<file path="src/fte_pkg.sv">
// Package with types, codes and sizes shared by the frame timer event table.
`timescale 1ns / 1ps
`default_nettype none
package fte_pkg;

  localparam int TABLE_DEPTH = 32;
  localparam int IDX_W = $clog2(TABLE_DEPTH);
  localparam int CNT_W = $clog2(TABLE_DEPTH + 1);

  localparam logic [1:0] CMD_ADD    = 2'd0;
  localparam logic [1:0] CMD_REMOVE = 2'd1;
  localparam logic [1:0] CMD_QUERY  = 2'd2;
  localparam logic [1:0] CMD_TICK   = 2'd3;

  localparam logic [2:0] KIND_ADD    = 3'd0;
  localparam logic [2:0] KIND_REMOVE = 3'd1;
  localparam logic [2:0] KIND_QUERY  = 3'd2;
  localparam logic [2:0] KIND_FIRED  = 3'd3;
  localparam logic [2:0] KIND_DONE   = 3'd4;

  localparam logic [1:0] ST_OK        = 2'd0;
  localparam logic [1:0] ST_FULL      = 2'd1;
  localparam logic [1:0] ST_BAD_DELAY = 2'd2;
  localparam logic [1:0] ST_NO_HANDLE = 2'd3;

  typedef struct packed {
    logic [1:0]  cmd;
    logic [31:0] frame;
    logic [31:0] object_id;
    logic [15:0] event_code;
    logic [31:0] delay_frames;
    logic [31:0] already_elapsed;
    logic [5:0]  slot_handle;
  } in_item_t;

  typedef struct packed {
    logic [2:0]  kind;
    logic [1:0]  status;
    logic [5:0]  handle_out;
    logic [31:0] fired_object;
    logic [15:0] fired_code;
    logic        is_active;
    logic        last;
  } out_item_t;

  typedef struct packed {
    logic [31:0] object_id;
    logic [15:0] event_code;
    logic [31:0] due;
  } entry_t;

  typedef struct packed {
    logic             ent_we;
    logic [IDX_W-1:0] ent_waddr;
    entry_t           ent_wdata;
    logic [IDX_W-1:0] ent_raddr;
    logic             ord_we;
    logic [IDX_W-1:0] ord_waddr;
    logic [IDX_W-1:0] ord_wdata;
    logic [IDX_W-1:0] ord_raddr;
  } store_req_t;

endpackage
`default_nettype wire

</file>
<file path="src/fte_store.sv">
// Entry memory and insertion-order memory, each one write and one registered read port.
`timescale 1ns / 1ps
`default_nettype none
module fte_store import fte_pkg::*; (
  input  wire logic             clk_i,
  input  wire store_req_t       req_i,
  output logic      [IDX_W-1:0] ord_rdata_o,
  output entry_t                ent_rdata_o
);

  entry_t           ent_mem [TABLE_DEPTH];
  logic [IDX_W-1:0] ord_mem [TABLE_DEPTH];

  always_ff @(posedge clk_i) begin
    if (req_i.ent_we) begin
      ent_mem[req_i.ent_waddr] <= req_i.ent_wdata;
    end
    ent_rdata_o <= ent_mem[req_i.ent_raddr];
  end

  always_ff @(posedge clk_i) begin
    if (req_i.ord_we) begin
      ord_mem[req_i.ord_waddr] <= req_i.ord_wdata;
    end
    ord_rdata_o <= ord_mem[req_i.ord_raddr];
  end

endmodule
`default_nettype wire

</file>
<file path="src/frame_timer_event_table.sv">
// Top level of the frame timer event table: command control, valid bits and result register.
`timescale 1ns / 1ps
`default_nettype none
// Add and a rejected remove are answered straight from the idle state. A remove walks the
// insertion-order memory at one entry per cycle. A query reads every slot of the entry
// memory. A tick reads the order memory and then the entry memory for each live entry,
// and waits while a fired-event transfer waits on out_ready_i. One command is in work at a time.
module frame_timer_event_table import fte_pkg::*; (
  input  wire logic      clk_i,
  input  wire logic      rst_ni,
  input  wire logic      in_valid_i,
  output logic           in_ready_o,
  input  wire in_item_t  in_item_i,
  output logic           out_valid_o,
  input  wire logic      out_ready_i,
  output out_item_t      out_item_o
);

  localparam logic [2:0] S_IDLE    = 3'd0;
  localparam logic [2:0] S_ORD_CHK = 3'd1;
  localparam logic [2:0] S_ENT_CHK = 3'd2;
  localparam logic [2:0] S_FIN     = 3'd3;

  logic [2:0]             state_q, state_d;
  logic [TABLE_DEPTH-1:0] valid_q, valid_d;
  logic [CNT_W-1:0]       count_q, count_d;
  logic [CNT_W-1:0]       i_q, i_d;
  logic [CNT_W-1:0]       j_q, j_d;
  logic [IDX_W-1:0]       slot_q, slot_d;
  logic                   found_q, found_d;
  in_item_t               cur_q, cur_d;
  out_item_t              out_q, out_d;
  logic                   out_valid_q;
  logic                   out_load;
  logic                   out_free;

  store_req_t       req;
  logic [IDX_W-1:0] ord_rdata;
  entry_t           ent_rdata;

  logic [IDX_W-1:0] free_slot;
  logic [IDX_W-1:0] i_idx;
  logic [IDX_W-1:0] i_next;
  logic             scan_end;
  logic             hit;

  fte_store u_store (
    .clk_i       (clk_i),
    .req_i       (req),
    .ord_rdata_o (ord_rdata),
    .ent_rdata_o (ent_rdata)
  );

  assign out_free = !out_valid_q || out_ready_i;
  assign in_ready_o = (state_q == S_IDLE) && out_free;
  assign i_idx = i_q[IDX_W-1:0];
  assign i_next = IDX_W'(i_q + CNT_W'(1));
  assign scan_end = (i_q + CNT_W'(1)) == count_q;
  assign hit = valid_q[slot_q] && (ent_rdata.due == cur_q.frame);

  // Lowest free slot.
  always_comb begin
    free_slot = '0;
    for (int k = TABLE_DEPTH - 1; k >= 0; k--) begin
      if (!valid_q[k]) begin
        free_slot = IDX_W'(k);
      end
    end
  end

  always_comb begin
    state_d  = state_q;
    valid_d  = valid_q;
    count_d  = count_q;
    i_d      = i_q;
    j_d      = j_q;
    slot_d   = slot_q;
    found_d  = found_q;
    cur_d    = cur_q;
    out_load = 1'b0;
    out_d    = '0;

    req           = '0;
    req.ent_raddr = '0;
    req.ord_raddr = '0;
    req.ent_wdata.object_id  = in_item_i.object_id;
    req.ent_wdata.event_code = in_item_i.event_code;
    req.ent_wdata.due = in_item_i.frame - in_item_i.already_elapsed + in_item_i.delay_frames;
    req.ent_waddr = free_slot;
    req.ord_waddr = count_q[IDX_W-1:0];
    req.ord_wdata = free_slot;

    unique case (state_q)
      S_IDLE: begin
        if (in_valid_i && in_ready_o) begin
          cur_d   = in_item_i;
          i_d     = '0;
          j_d     = '0;
          found_d = 1'b0;
          out_d.last = 1'b1;
          case (in_item_i.cmd)
            CMD_ADD: begin
              out_load   = 1'b1;
              out_d.kind = KIND_ADD;
              if (count_q == CNT_W'(TABLE_DEPTH)) begin
                out_d.status = ST_FULL;
              end else if (in_item_i.delay_frames == '0 ||
                           in_item_i.already_elapsed > in_item_i.delay_frames) begin
                out_d.status = ST_BAD_DELAY;
              end else begin
                out_d.status     = ST_OK;
                out_d.handle_out = 6'(free_slot);
                req.ent_we       = 1'b1;
                req.ord_we       = 1'b1;
                valid_d[free_slot] = 1'b1;
                count_d          = count_q + CNT_W'(1);
              end
            end
            CMD_REMOVE: begin
              if (in_item_i.slot_handle >= 6'(TABLE_DEPTH) ||
                  !valid_q[in_item_i.slot_handle[IDX_W-1:0]]) begin
                out_load     = 1'b1;
                out_d.kind   = KIND_REMOVE;
                out_d.status = ST_NO_HANDLE;
              end else begin
                valid_d[in_item_i.slot_handle[IDX_W-1:0]] = 1'b0;
                state_d = S_ORD_CHK;
              end
            end
            CMD_QUERY: begin
              state_d = S_ENT_CHK;
            end
            default: begin
              state_d = (count_q == '0) ? S_FIN : S_ORD_CHK;
            end
          endcase
        end
      end

      S_ORD_CHK: begin
        if (cur_q.cmd == CMD_REMOVE) begin
          // Compact the order list in place; writes trail the reads.
          if (ord_rdata != cur_q.slot_handle[IDX_W-1:0]) begin
            req.ord_we    = 1'b1;
            req.ord_waddr = j_q[IDX_W-1:0];
            req.ord_wdata = ord_rdata;
            j_d = j_q + CNT_W'(1);
          end
          req.ord_raddr = i_next;
          i_d = i_q + CNT_W'(1);
          if (scan_end) begin
            state_d = S_FIN;
          end
        end else begin
          req.ent_raddr = ord_rdata;
          slot_d  = ord_rdata;
          state_d = S_ENT_CHK;
        end
      end

      S_ENT_CHK: begin
        if (cur_q.cmd == CMD_QUERY) begin
          if (valid_q[i_idx] && ent_rdata.object_id == cur_q.object_id &&
              ent_rdata.event_code == cur_q.event_code) begin
            found_d = 1'b1;
          end
          req.ent_raddr = i_next;
          i_d = i_q + CNT_W'(1);
          if (i_q == CNT_W'(TABLE_DEPTH - 1)) begin
            state_d = S_FIN;
          end
        end else begin
          req.ent_raddr = slot_q;
          req.ord_raddr = i_next;
          if (!hit || out_free) begin
            if (hit) begin
              out_load           = 1'b1;
              out_d.kind         = KIND_FIRED;
              out_d.status       = ST_OK;
              out_d.handle_out   = 6'(slot_q);
              out_d.fired_object = ent_rdata.object_id;
              out_d.fired_code   = ent_rdata.event_code;
              valid_d[slot_q]    = 1'b0;
            end else begin
              req.ord_we    = 1'b1;
              req.ord_waddr = j_q[IDX_W-1:0];
              req.ord_wdata = slot_q;
              j_d = j_q + CNT_W'(1);
            end
            i_d = i_q + CNT_W'(1);
            state_d = scan_end ? S_FIN : S_ORD_CHK;
          end
        end
      end

      S_FIN: begin
        if (out_free) begin
          out_load   = 1'b1;
          out_d.last = 1'b1;
          case (cur_q.cmd)
            CMD_REMOVE: begin
              out_d.kind = KIND_REMOVE;
              count_d    = j_q;
            end
            CMD_QUERY: begin
              out_d.kind      = KIND_QUERY;
              out_d.is_active = found_q;
            end
            default: begin
              out_d.kind = KIND_DONE;
              count_d    = j_q;
            end
          endcase
          state_d = S_IDLE;
        end
      end

      default: begin
        state_d = S_IDLE;
      end
    endcase
  end

  always_ff @(posedge clk_i or negedge rst_ni) begin
    if (!rst_ni) begin
      state_q     <= S_IDLE;
      valid_q     <= '0;
      count_q     <= '0;
      out_valid_q <= 1'b0;
    end else begin
      state_q <= state_d;
      valid_q <= valid_d;
      count_q <= count_d;
      if (out_load) begin
        out_valid_q <= 1'b1;
      end else if (out_ready_i) begin
        out_valid_q <= 1'b0;
      end
    end
  end

  always_ff @(posedge clk_i) begin
    i_q     <= i_d;
    j_q     <= j_d;
    slot_q  <= slot_d;
    found_q <= found_d;
    cur_q   <= cur_d;
    if (out_load) begin
      out_q <= out_d;
    end
  end

  assign out_valid_o = out_valid_q;
  assign out_item_o  = out_q;

  a_count_range: assert property (@(posedge clk_i) disable iff (!rst_ni)
    count_q <= CNT_W'(TABLE_DEPTH))
    else $error("entry count above table depth");

  a_count_matches_valid: assert property (@(posedge clk_i) disable iff (!rst_ni)
    (state_q == S_IDLE) |-> (32'(count_q) == 32'($countones(valid_q))))
    else $error("entry count disagrees with valid bits");

  a_fired_freed: assert property (@(posedge clk_i) disable iff (!rst_ni)
    (out_load && out_d.kind == KIND_FIRED) |=> !valid_q[$past(slot_q)])
    else $error("fired slot still valid");

  a_load_when_free: assert property (@(posedge clk_i) disable iff (!rst_ni)
    out_load |-> out_free)
    else $error("result register overwritten before transfer");

endmodule
`default_nettype wire
</file>
<file path="config.mk">
export PLATFORM = sky130hd
export DESIGN_NAME = frame_timer_event_table
export DESIGN_NICKNAME = d
export VERILOG_FILES = /design/src/fte_pkg.sv /design/src/fte_store.sv /design/src/frame_timer_event_table.sv
export SDC_FILE = /design/constraint.sdc
export NUM_CORES = 2
export LEC_CHECK = 0
export ABC_CLOCK_PERIOD_IN_PS = 11720
export BUFFER_PORTS_ARGS = -buffer_cell sky130_fd_sc_hd__buf_2
export CAP_MARGIN = 20
export CORE_UTILIZATION = 40
export DETAILED_ROUTE_END_ITERATION = 12
export PLACE_DENSITY_LB_ADDON = 0.2
export SETUP_SLACK_MARGIN = 0.3
export SYNTH_ARGS = -nofsm -noshare
export SYNTH_HDL_FRONTEND = slang
export SYNTH_SLANG_ARGS = --single-unit
</file>
<file path="constraint.sdc">
create_clock -name clk_i -period 11.72 [get_ports clk_i]
set_input_delay 0 -clock clk_i [delete_from_list [all_inputs] [get_ports clk_i]]
set_output_delay 0 -clock clk_i [all_outputs]
set_load 0.1 [all_outputs]
</file>
==> out/summary.md <==
### Final layout
* Core Util, Final: 46.0%
* most frequent cells in the layout: sky130_fd_sc_hd__edfxtp_1, sky130_fd_sc_hd__nand2_1, sky130_fd_sc_hd__o21ai_0, sky130_fd_sc_hd__nand3b_1, sky130_fd_sc_hd__and2_1
* leading cell type in the layout, fill and taps excluded: sky130_fd_sc_hd__edfxtp_1
* proportion of layout cells with a drive suffix above 1: 13.7%
* layout net count: 9222
* Final Cell Area: 145000 µm²
* non-filler instance count after layout: 13400
* Area growth, synth to finish: 14.4%

### Setup path
* Worst Setup End Kind: flip-flop
* cells traversed along the worst timing path: inv_1 -> ha_1 -> nor2b_1 -> a22o_4 -> buf_4 -> and2_4 -> buf_12 -> buf_4 -> a211oi_1 -> a31oi_1 -> mux4_2 -> mux2_2
* max incr delay on CP: 0.86 ns
* buffer and inverter count on the worst path: 4
* worst-path cell with the longest stage delay: sky130_fd_sc_hd__and2_4
* largest fanout on the critical path: 132
* worst setup path category: reg2reg
* data required time of the worst path: 12.56 ns
* most used cell, CP: sky130_fd_sc_hd__buf_4
* arrival time of the worst setup path: 7.32 ns
* type of element launching the critical path: flip-flop
* largest delay contributor family on the critical path: buffers and inverters

### Routing
* # DRC: 0
* ANT nets after route: 0
* vias per cell: 5.79
* first-iteration detailed-routing DRC count: 7988
* total number of vias: 77300
* Avg WL per Cell: 27.5 µm
* number of search-and-repair iterations in the first detailed-routing pass: 6
* Routed WL: 367000 µm

### Hold path
* HP Class: in2reg

### Global route
* number of global-route vias before repair: 73800
* wire length of the first global-routing pass: 527000 µm
* largest net degree at the start of global routing: 224
* overall routing resource usage: 22.6%
* antenna violations before repair: 22
* GRT overflow: 0

### Logic synthesis
* Warnings, synthesis: 0
* fraction of registers with async set/reset: 1.36%
* number of distinct standard cells referenced by the synthesized netlist: 82
* mapped cell area: 127000 µm²
* Post-Synthesis Net Count: 9004
* average instance area after synthesis: 14.5 µm²
* register area share after synthesis: 70.6%
* primary flip-flop cell chosen by synthesis mapping: sky130_fd_sc_hd__edfxtp_1
* Synth Register Bits: 3011
* count of flip-flops with a built-in enable after synthesis: 2885
* synthesized instance count: 8706

### Timing
* setup repair after global routing missed its margin: no
* final-layout setup total negative slack: 0 ns
* slew of the pin with the lowest slew margin: 1.16 ns
* Setup violations, final: 0
* Peak Freq: 154 MHz
* Worst Clk Skew: 0.0614 ns
* pins over their slew limit: 0
* fraction of the cycle the final worst path needs: 55.2%
* min cycle time layout: 6.47 ns
* Slew headroom: 22.7%
* Final Hold Fails: 0

### CTS
* hold buffer count at cts: 128
* CTS root buf: sky130_fd_sc_hd__clkbuf_16
* buffers inserted during post-CTS setup optimization: 0
* H-Tree Level Count: 5
* clock transition at the registers of the reported paths: 0.06 ns
* number of clock sinks: 3011
* worst-case clock buffer depth: 4
* number of instances resized during post-cts repair: 0
* CTS tree: done
* cts bufs inserted: 324
* clock latency of the later-clocked register in the worst-skew pair: 0.93 ns

### Floorplanning
* effective utilization at floorplan: 40.2%
* Core Footprint: 315000 µm²
* Die Wd: 565 µm
* placement row count: 206
* Chip Height: 565 µm
* die area: 319000 µm²
* IO Pins: 219

### Placement
* number of cells in the design after placement: 12600
* Placer Congestion: 0.866
* IO Port Bufs: 217
* DP Wirelength: 191000 µm
* standard cell area after detailed placement: 133000 µm²

### Power
* Lkg Pwr: 0.0466 µW
* pwr dens: 238 nW/µm²
* worst voltage drop across the vdd grid: 0.244 mV

### Run
* Max-Cap Viols: 0

### Outcome
* result of the run: finished clean

state kept, by name (all words and copies together), names as in the netlist:
signal and cells:
u_store.ord_rdata_o 5, found_q 1, out_item_o 60, out_valid_o 1, i_q 6, cur_q 87, count_q 6, j_q 6
u_store.ent_rdata_o 80, u_store.ent_mem 2560, slot_q 5, u_store.ord_mem 160, valid_q 32, state_q 2
per-stage QoR:
step | power [µW] | hold slack, ns | worst slack (ns)
detailed placement | 24200 | -0.0568 | 5.39
CTS | 34700 | 0.0180 | 5.36
global route | 35900 | 0.0482 | 4.87
finish | 34500 | 0.0858 | 5.25
floorplan | 20600 | -0.296 | 2.18
global placement | 24000 | 0.228 | 5.53
layout make-up:
class | instances | area, µm²
flip-flops and latches | 3011 | 89400
multi-input cells | 4869 | 34600
inverters | 197 | 744
clock inverters | 174 | 2010
diodes | 5 | 12.5
clock buffers | 421 | 8850
well taps | 4160 | 5200
repair buffers | 521 | 4030
fillers | 27500 | 170000
cells in the mapped netlist (24+ instances only):
cell / number / area [µm²]
sky130_fd_sc_hd__inv_1: 195 / 732
sky130_fd_sc_hd__nand4_1: 41 / 257
sky130_fd_sc_hd__mux4_2: 180 / 4050
sky130_fd_sc_hd__edfxtp_1: 2885 / 86600
sky130_fd_sc_hd__dfxtp_1: 85 / 1700
sky130_fd_sc_hd__a211oi_1: 337 / 2530
sky130_fd_sc_hd__buf_2: 126 / 631
sky130_fd_sc_hd__nor2_1: 124 / 465
sky130_fd_sc_hd__mux2_2: 89 / 1000
sky130_fd_sc_hd__fa_1: 31 / 621
sky130_fd_sc_hd__and2_1: 378 / 2360
sky130_fd_sc_hd__dfrtp_1: 41 / 1030
sky130_fd_sc_hd__nand2_1: 820 / 3080
sky130_fd_sc_hd__o21ai_0: 762 / 3810
sky130_fd_sc_hd__mux2i_1: 34 / 340
sky130_fd_sc_hd__ha_1: 111 / 1390
sky130_fd_sc_hd__xnor2_1: 66 / 578
sky130_fd_sc_hd__a21oi_1: 90 / 450
sky130_fd_sc_hd__nor3_1: 41 / 205
sky130_fd_sc_hd__buf_1: 45 / 169
sky130_fd_sc_hd__nand3_1: 61 / 305
sky130_fd_sc_hd__a22o_1: 24 / 210
sky130_fd_sc_hd__a31oi_1: 338 / 2110
sky130_fd_sc_hd__o211ai_1: 331 / 2480
sky130_fd_sc_hd__nand3b_1: 649 / 4870
sky130_fd_sc_hd__xor2_1: 59 / 517
sky130_fd_sc_hd__clkbuf_1: 442 / 1660
sky130_fd_sc_hd__nor4_1: 38 / 238
kinds of logic (layout without fill, tap and decap cells):
logic type	after synthesis	count (layout)	synth area share [%]
other	1	6	0.00296
buffers and inverters	826	1313	2.65
AO/OA/AOI/OAI	2064	2064	10.3
XOR/XNOR	126	126	0.877
AND/OR/NAND/NOR	2233	2233	9.77
flip-flops	3011	3011	70.6
adder cells (fa/ha/maj)	142	142	1.59
multiplexers	303	303	4.26
path summary, 6_finish.rpt:
check | startpoint | endpoint | slack [ns] | cells after the start
max | state_q[1]$_DFFE_PN0P_ | u_store.ent_rdata_o[74]$_DFF_P_ | 5.25 | 12
max in group asynchronous | rst_ni | valid_q[28]$_DFFE_PN0P_ | 10.69 | 4
min | in_item_i[4] | cur_q[4]$_DFFE_PP_ | 0.09 | 2
max reg2reg | state_q[1]$_DFFE_PN0P_ | u_store.ent_rdata_o[74]$_DFF_P_ | 5.25 | 12
min in group asynchronous | rst_ni | count_q[2]$_DFFE_PN0P_ | 0.35 | 3
min reg2reg | u_store.ent_rdata_o[53]$_DFF_P_ | out_item_o[23]$_SDFFCE_PP0P_ | 0.55 | 1
where the power goes:
part	switching, µW	internal [µW]
clock network	4280	6190
registers	504	12900
logic	7220	3400
total	12000	22500
metal layers:
metal	track usage (%)	up-vias	wire, µm
met1	32.6	40100	164000
met5	0	-	48
met3	2.99	520	23300
met2	36.0	2656	171000
met4	5.69	8	8920
li1	-	34000	-
Note: power is estimated with default switching activity, not from simulation.
